### src/design/fst_pkg.sv
// Shared types, codes and constants of the flow statistics table.
`timescale 1ns / 1ps

package fst_pkg;

  localparam int unsigned FLOW_ENTRIES_DEF = 64;

  typedef enum logic [2:0] {
    ST_NEW      = 3'd0,
    ST_UPD      = 3'd1,
    ST_IGN      = 3'd2,
    ST_FULL     = 3'd3,
    ST_RD_OK    = 3'd4,
    ST_RD_EMPTY = 3'd5
  } status_e;

  typedef enum logic [1:0] {
    TK_TCP   = 2'd0,
    TK_UDP   = 2'd1,
    TK_OTHER = 2'd2
  } transport_e;

  typedef enum logic [2:0] {
    S_IDLE,
    S_SCAN,
    S_UPDATE,
    S_ALLOC,
    S_READ,
    S_DONE
  } fsm_e;

  typedef struct packed {
    logic        action;
    logic [31:0] src_addr;
    logic [31:0] dst_addr;
    logic [15:0] src_port;
    logic [15:0] dst_port;
    logic        is_ipv4;
    logic [1:0]  transport_kind;
    logic        addr_present;
    logic [17:0] frame_length;
    logic [47:0] timestamp;
    logic [5:0]  entry_index;
  } req_t;

  typedef struct packed {
    status_e     status;
    logic [5:0]  flow_index;
    logic [31:0] flow_src_addr;
    logic [31:0] flow_dst_addr;
    logic [15:0] flow_src_port;
    logic [15:0] flow_dst_port;
    logic        flow_is_udp;
    logic [31:0] flow_packets;
    logic [47:0] flow_bytes;
    logic [47:0] flow_first_seen;
    logic [47:0] flow_last_seen;
  } rsp_t;

  // One table row as it is stored in the memory.
  typedef struct packed {
    logic [31:0] src;
    logic [31:0] dst;
    logic [15:0] sport;
    logic [15:0] dport;
    logic        udp;
    logic [31:0] packets;
    logic [47:0] bytes;
    logic [47:0] first;
    logic [47:0] last;
  } entry_t;

  function automatic rsp_t make_rsp(status_e st, logic [5:0] idx, entry_t e);
    rsp_t r;
    r.status          = st;
    r.flow_index      = idx;
    r.flow_src_addr   = e.src;
    r.flow_dst_addr   = e.dst;
    r.flow_src_port   = e.sport;
    r.flow_dst_port   = e.dport;
    r.flow_is_udp     = e.udp;
    r.flow_packets    = e.packets;
    r.flow_bytes      = e.bytes;
    r.flow_first_seen = e.first;
    r.flow_last_seen  = e.last;
    return r;
  endfunction

endpackage

### src/design/fst_stat_upd.sv
// Saturating counter and time window update of one matched table row.
`timescale 1ns / 1ps

module fst_stat_upd import fst_pkg::*; (
  input  entry_t      cur_i,
  input  logic [17:0] len_i,
  input  logic [47:0] ts_i,
  output entry_t      nxt_o
);

  logic [48:0] byte_sum;

  assign byte_sum = {1'b0, cur_i.bytes} + 49'(len_i);

  always_comb begin
    nxt_o = cur_i;
    if (cur_i.packets != '1) begin
      nxt_o.packets = cur_i.packets + 32'd1;
    end
    nxt_o.bytes = byte_sum[48] ? '1 : byte_sum[47:0];
    if (ts_i < cur_i.first) begin
      nxt_o.first = ts_i;
    end
    if (ts_i > cur_i.last) begin
      nxt_o.last = ts_i;
    end
  end

endmodule
### config.mk
export PLATFORM = sky130hd
export DESIGN_NAME = fst_stat_upd
export DESIGN_NICKNAME = d
export VERILOG_FILES = /design/src/design/fst_pkg.sv /design/src/design/fst_stat_upd.sv
export SDC_FILE = /design/constraint.sdc
export NUM_CORES = 1
export LEC_CHECK = 0
export ABC_CLOCK_PERIOD_IN_PS = 2150
export BUFFER_PORTS_ARGS = -buffer_cell sky130_fd_sc_hd__buf_2
export CAP_MARGIN = 20
export CORE_AREA = 2 2 237 239
export DETAILED_ROUTE_END_ITERATION = 7
export DIE_AREA = 0 0 239 241
export PLACE_DENSITY = 0.33
export SYNTH_ARGS = -nofsm -noshare
export SYNTH_HDL_FRONTEND = slang
export SYNTH_SLANG_ARGS = --single-unit
### constraint.sdc
create_clock -name vclk -period 2.15
set_clock_uncertainty 0.05 [all_clocks]
set_input_delay 0.1075 -clock vclk [all_inputs]
set_output_delay 0.1075 -clock vclk [all_outputs]
set_load 0.1 [all_outputs]
==> metrics.csv, run 1 <==
stage;metric;value;unit
worst_setup_path;cell at the slowest stage of the critical path;mux2_4;
floorplanning;Core Box Area;54900;µm²
timing;Slew Limit Fails;0;
final_layout;Filler cells;5656;
worst_setup_path;delay-heaviest family, CP;buffers and inverters;
final_layout;post-layout instance area;18900;µm²
grt;antenna violations before repair;11;
final_layout;synthesis-to-finish area growth;177;%
worst_setup_path;CP bufs+invs;8;
synth;syn nets;1476;
route;Routed WL;48500;µm
power_and_ir_drop;Power Total;8.60;mW
timing;unrepaired setup endpoints after global routing;true;
route;Post-route DRC;0;
route;DR vias;9945;
run;max_cap viols;0;
final_layout;fraction of layout cells with a size suffix above 1;69.4;%
power_and_ir_drop;Comb pwr share;100.0;%
worst_setup_path;crit path max fanout;7;
timing;period utilization;126;%
grt;largest net degree at the start of global routing;32;
final_layout;most frequent cells in the layout;buf_4 (279), buf_12 (207), buf_2 (197), nand2_1 (125), inv_1 (76);
power_and_ir_drop;Clock power frac;0;%
timing;minimum period implied by the final worst setup slack;2.71;ns
synth;Syn Std Cell Area;6850;µm²
timing;final worst slack;-0.564;ns
final_layout;commonest non-fill, non-tap cell in the layout;buf_4;
worst_setup_path;Worst path max stage delay;0.30;ns
final_layout;register area;0;µm²
synth;Mapped Cells;1022;
placement;DP HPWL;39900;µm
timing;Hold Fails Final Rpt;0;
outcome;status;complete, but fails checks;
synth;Area contributors post-synth;ha_1 (21%), buf_4 (11%), nand2_1 (9.2%);
floorplanning;Die X;239;µm
timing;Worst Tran Pin Value;0.473;ns
placement;Placed Cells incl. Taps;2290;
worst_setup_path;crit path kind;in -> out;
worst_setup_path;CP Capture Type;output port;
power_and_ir_drop;Seq pwr share;0;%
synth;area share of the largest cell type after synthesis;20.8;%
route;Iter 0 DRT Violations;315;
timing;Fmax;368;MHz
power_and_ir_drop;Power Dens Cells;454;nW/µm²
route;Wirelength per Cell;20.3;µm
floorplanning;I/O pins;612;
synth;syn_area_per_cell;6.70;µm²
floorplanning;area of the die;57600;µm²
floorplanning;Initial Util;12.5;%
placement;DP Area;15300;µm²
worst_setup_path;startpoint class of the critical path;primary input;
grt;Tot GR Track Use;16.0;%
placement;placer congestion estimate;0.815;
final_layout;Nets;2129;
grt;global-route wire length before repair;69400;µm
route;drt pass-1 iters;4;
worst_setup_path;WP data required;1.99;ns
worst_setup_path;Critical Path Source;cur_i[45];
final_layout;Seq cells;0;
floorplanning;Die Span Y;241;µm
placement;# port buffers;418;
route;Antenna Nets Post-Route;0;
worst_setup_path;Data arrival, critical path;2.56;ns
timing;Setup TNS Final;-58.11;ns
route;DR vias/cell;4.17;
synth;post-synthesis cell type count;56;
floorplanning;Rows;86;
timing;Rel. slew slack;68.2;%
grt;Congestion Overflow GR;0;
worst_setup_path;crit path cell chain;buf_4 > inv_1 > ha_4 > nand4_1 > buf_4 > nor4_4 > buf_4 > nand3_2 > o21ai_4 > a21oi_4 > buf_12 > buf_12 > buf_6 > mux2_4 > buf_12;
synth;sequential-to-total area share from yosys stat;0;%
grt;vias in the first global route;10800;
worst_hold_path;hold wc startpoint;cur_i[226];
synth;area leader, netlist;ha_1;
worst_hold_path;Hold WC Path Type;in -> out;
timing;final number of setup-violating endpoints;153;
final_layout;fin cells;2384;
power_and_ir_drop;peak supply drop;0.000362;V
power_and_ir_drop;Net Switching;5.03;mW
outcome;failing checks;negative setup slack;
power_and_ir_drop;Leak;8.53;nW
final_layout;Layout clock buffers;0;
power_and_ir_drop;internal power;3.57;mW
synth;Yosys warnings;0;
power_and_ir_drop;fraction of power spent switching nets;58.5;%
final_layout;footprint of the multi-input gates;8950;µm²
## cells in the mapped netlist, drive strengths merged, types with 13 or more instances
cell / instances
o22ai: 49
xor2: 27
nand3: 23
clkbuf: 18
a31oi: 13
nand2: 167
buf: 117
ha: 114
mux2: 54
nor2: 39
inv: 102
nand4: 41
xnor2: 28
a21o: 35
o21ai: 31
a21oi: 59
## final timing paths
kind	to	slack, ns	depth (start not counted)
max	nxt_o[17]	-0.56	15
min	nxt_o[226]	0.17	0
## layer usage
metal / track usage, % / wire length (µm) / part of all wire [%] / up-vias
li1: - / - / - / 4846
met1: 20.5 / 21200 / 44 / 4658
met2: 27.9 / 23400 / 48 / 391
met3: 3.84 / 3320 / 6.9 / 46
met4: 1.86 / 548 / 1.1 / 4
met5: 0 / 23 / 0.047 / -
## per-stage QoR
stage               hold slack (ns)  util, %  setup slack, ns
CTS                           0.166     33.9           -0.572
global placement              0.166     27.9           -0.899
detailed placement            0.166     27.9           -0.910
floorplan                     0.332        -           -0.415
global route                  0.165     34.5           -0.670
finish                        0.165     34.5           -0.564
## power by group through the flow
stage	registers, mW	logic [mW]	clock network (mW)
3_5_place_dp	0	7.28	0
3_3_place_gp	0	7.27	0
4_1_cts	0	8.58	0
5_1_grt	0	8.96	0.000000187
6_report	0	8.60	0.000000437
2_1_floorplan	0	5.67	0
## final cells by class
| type | instances | share of cell area, % |
|---|---|---|
| Antenna cell | 7 | 0.0925 |
| Inverter | 102 | 2.33 |
| Multi-Input combinational cell | 785 | 47.3 |
| Tap cell | 704 | 4.65 |
| Timing Repair Buffer | 786 | 45.6 |
## logic make-up after synthesis
| logic type | share of synthesized area, % |
|---|---|
| AO/OA/AOI/OAI | 21.0 |
| XOR/XNOR | 7.04 |
| adder cells (fa/ha/maj) | 21.1 |
| buffers and inverters | 18.8 |
| multiplexers | 8.88 |
| AND/OR/NAND/NOR | 23.1 |
## timing repair
item                       in CTS  in global routing
resized for setup             516                 87
cloned                         13                  1
setup endpoints to repair     168                174
hold buffers                    0                  0
pin swaps                      94                 78
setup buffers                  78                 22
Note: power is estimated with default switching activity, not from simulation.
==> run 2, diff against run 1 <==
--- a/config.mk
+++ b/config.mk
@@ -7,3 +7,3 @@
 export LEC_CHECK = 0
-export ABC_CLOCK_PERIOD_IN_PS = 2150
+export ABC_CLOCK_PERIOD_IN_PS = 3200
 export BUFFER_PORTS_ARGS = -buffer_cell sky130_fd_sc_hd__buf_2
@@ -13,3 +13,3 @@
 export DIE_AREA = 0 0 239 241
-export PLACE_DENSITY = 0.33
+export PLACE_DENSITY = 0.32
 export SYNTH_ARGS = -nofsm -noshare
==> constraint.sdc (replaced) <==
create_clock -name vclk -period 3.2
set_clock_uncertainty 0.05 [all_clocks]
set_input_delay 0.32 -clock vclk [all_inputs]
set_output_delay 0.32 -clock vclk [all_outputs]
set_load 0.1 [all_outputs]
==> metrics.csv, run 2 (synthesis results as in run 1) <==
stage;metric;value;unit;change
route;Iter 0 DRT Violations;305;;-3.2%
timing;period utilization;98.9;%;
power_and_ir_drop;Power Total;4.94;mW;-43%
worst_setup_path;crit path cell chain;buf_6 > inv_4 > ha_4 > nand4_1 > buf_4 > o21ba_4 > a21oi_4 > o41ai_4 > a21oi_4 > bufbuf_16 > mux2_2 > buf_6;;
route;DR vias;9248;;-7.0%
floorplanning;Initial Util;12.5;%;unchanged
worst_setup_path;Worst path max stage delay;0.37;ns;+0.07 ns
floorplanning;Rows;86;;unchanged
grt;antenna violations before repair;10;;-1
worst_setup_path;cell at the slowest stage of the critical path;mux2_2;;
outcome;status;completed;;
worst_setup_path;startpoint class of the critical path;primary input;;
placement;DP HPWL;37000;µm;-7.1%
final_layout;Filler cells;5964;;+5.4%
final_layout;most frequent cells in the layout;buf_2 (231), buf_4 (172), nand2_1 (164), buf_12 (147), inv_1 (91);;
timing;Slew Limit Fails;0;;unchanged
route;Routed WL;43800;µm;-9.8%
worst_hold_path;hold path depth;0;;unchanged
grt;Tot GR Track Use;13.9;%;-2.1 points
grt;largest net degree at the start of global routing;25;;-22%
floorplanning;area of the die;57600;µm²;unchanged
timing;final worst slack;0.0351;ns;+0.599 ns
placement;DP Area;12600;µm²;-18%
final_layout;Layout clock buffers;0;;unchanged
worst_setup_path;Levels on crit path;12;;-3
worst_setup_path;crit path kind;in -> out;;
timing;Hold Fails Final Rpt;0;;unchanged
route;Wirelength per Cell;19.9;µm;-2.1%
grt;Congestion Overflow GR;0;;unchanged
worst_setup_path;Data arrival, critical path;2.79;ns;+0.23 ns
final_layout;Seq cells;0;;unchanged
floorplanning;I/O pins;612;;unchanged
route;drt pass-1 iters;5;;+1
final_layout;fraction of layout cells with a size suffix above 1;57.2;%;-12 points
final_layout;Nets;1946;;-8.6%
grt;global-route wire length before repair;60600;µm;-13%
worst_setup_path;WP data required;2.83;ns;+0.84 ns
route;Post-route DRC;0;;unchanged
grt;vias in the first global route;9455;;-12%
final_layout;post-layout instance area;14700;µm²;-22%
final_layout;commonest non-fill, non-tap cell in the layout;buf_2;;
floorplanning;Die X;239;µm;unchanged
cts;Post-CTS Hold Buffers;0;;unchanged
worst_setup_path;delay-heaviest family, CP;buffers and inverters;;
power_and_ir_drop;peak supply drop;0.000295;V;-19%
worst_setup_path;crit path max fanout;9;;+2
power_and_ir_drop;Power Dens Cells;336;nW/µm²;-26%
worst_setup_path;CP bufs+invs;5;;-3
run;max_cap viols;0;;unchanged
final_layout;register area;0;µm²;unchanged
timing;Rel. slew slack;58.1;%;-10 points
floorplanning;Die Span Y;241;µm;unchanged
worst_hold_path;Hold WC Path Type;in -> out;;
timing;hold slack;0.590;ns;+0.425 ns
timing;final number of setup-violating endpoints;0;;-100%
route;Antenna Nets Post-Route;0;;unchanged
timing;minimum period implied by the final worst setup slack;3.16;ns;
final_layout;synthesis-to-finish area growth;115;%;
placement;# port buffers;418;;unchanged
timing;unrepaired setup endpoints after global routing;true;;
timing;Worst Tran Pin Value;0.622;ns;+0.149 ns
worst_setup_path;CP Capture Type;output port;;
timing;Setup TNS Final;0;ns;+58.11 ns
power_and_ir_drop;Leak;6.93;nW;-19%
timing;Fmax;316;MHz;
floorplanning;Core Box Area;54900;µm²;unchanged
route;DR vias/cell;4.21;;+0.91%
placement;placer congestion estimate;0.875;;+7.4%
placement;pre-CTS setup slack;-0.264;ns;+0.646 ns
run 2: cell count changes in the layout (fill, tap and decap cells not counted), sizes merged:
cell	delta
buf	-191
clkbuf	+7
bufbuf	+1
diode	-4
run 2: path summary, 6_finish.rpt:
| path | from | to | slack [ns] |
|---|---|---|---|
| max | cur_i[11] | nxt_o[45] | 0.04 |
| min | cur_i[240] | nxt_o[240] | 0.59 |
run 2: area by class of cell:
| type | instances | area, µm² | area share, % |
|---|---|---|---|
| antenna | 3 | 7.51 | 0.0510 |
| tap | 704 | 881 | 5.99 |
| multi-input combinational | 785 | 7260 | 49.4 |
| timing repair buffer | 603 | 6180 | 42.0 |
| inverter | 102 | 385 | 2.62 |
run 2: per-layer routing:
layer / share of wire (%) / track usage [%] / vias to the layer above
li1: - / - / 4473
met1: 41 / 16.9 / 4269
met2: 48 / 24.4 / 425
met3: 8.2 / 3.71 / 67
met4: 2.7 / 3.09 / 14
met5: 0.22 / 0 / -
run 2: power by group:
part	total, mW	internal [mW]	switching [mW]	leakage (nW)
sequential	0	0	0	0
combinational	4.94	1.82	3.12	6.93
clock	0.000000126	0.000000126	0	0.0000190
run 2: timing repair:
| item | 4_1_cts | 5_1_grt |
|---|---|---|
| pin swaps | 24 | 59 |
| setup endpoints to repair | 127 | 136 |
| cloned | 6 | 6 |
| buffers inserted | 18 | 10 |
| resized for setup | 178 | 194 |
run 2: through the flow:
stage / cells / utilization (%)
2_1_floorplan: 1022 / -
3_3_place_gp: 2163 / 23.0
3_5_place_dp: 2163 / 23.0
4_1_cts: 2184 / 24.8
5_1_grt: 2194 / 26.8
6_report: 2197 / 26.8
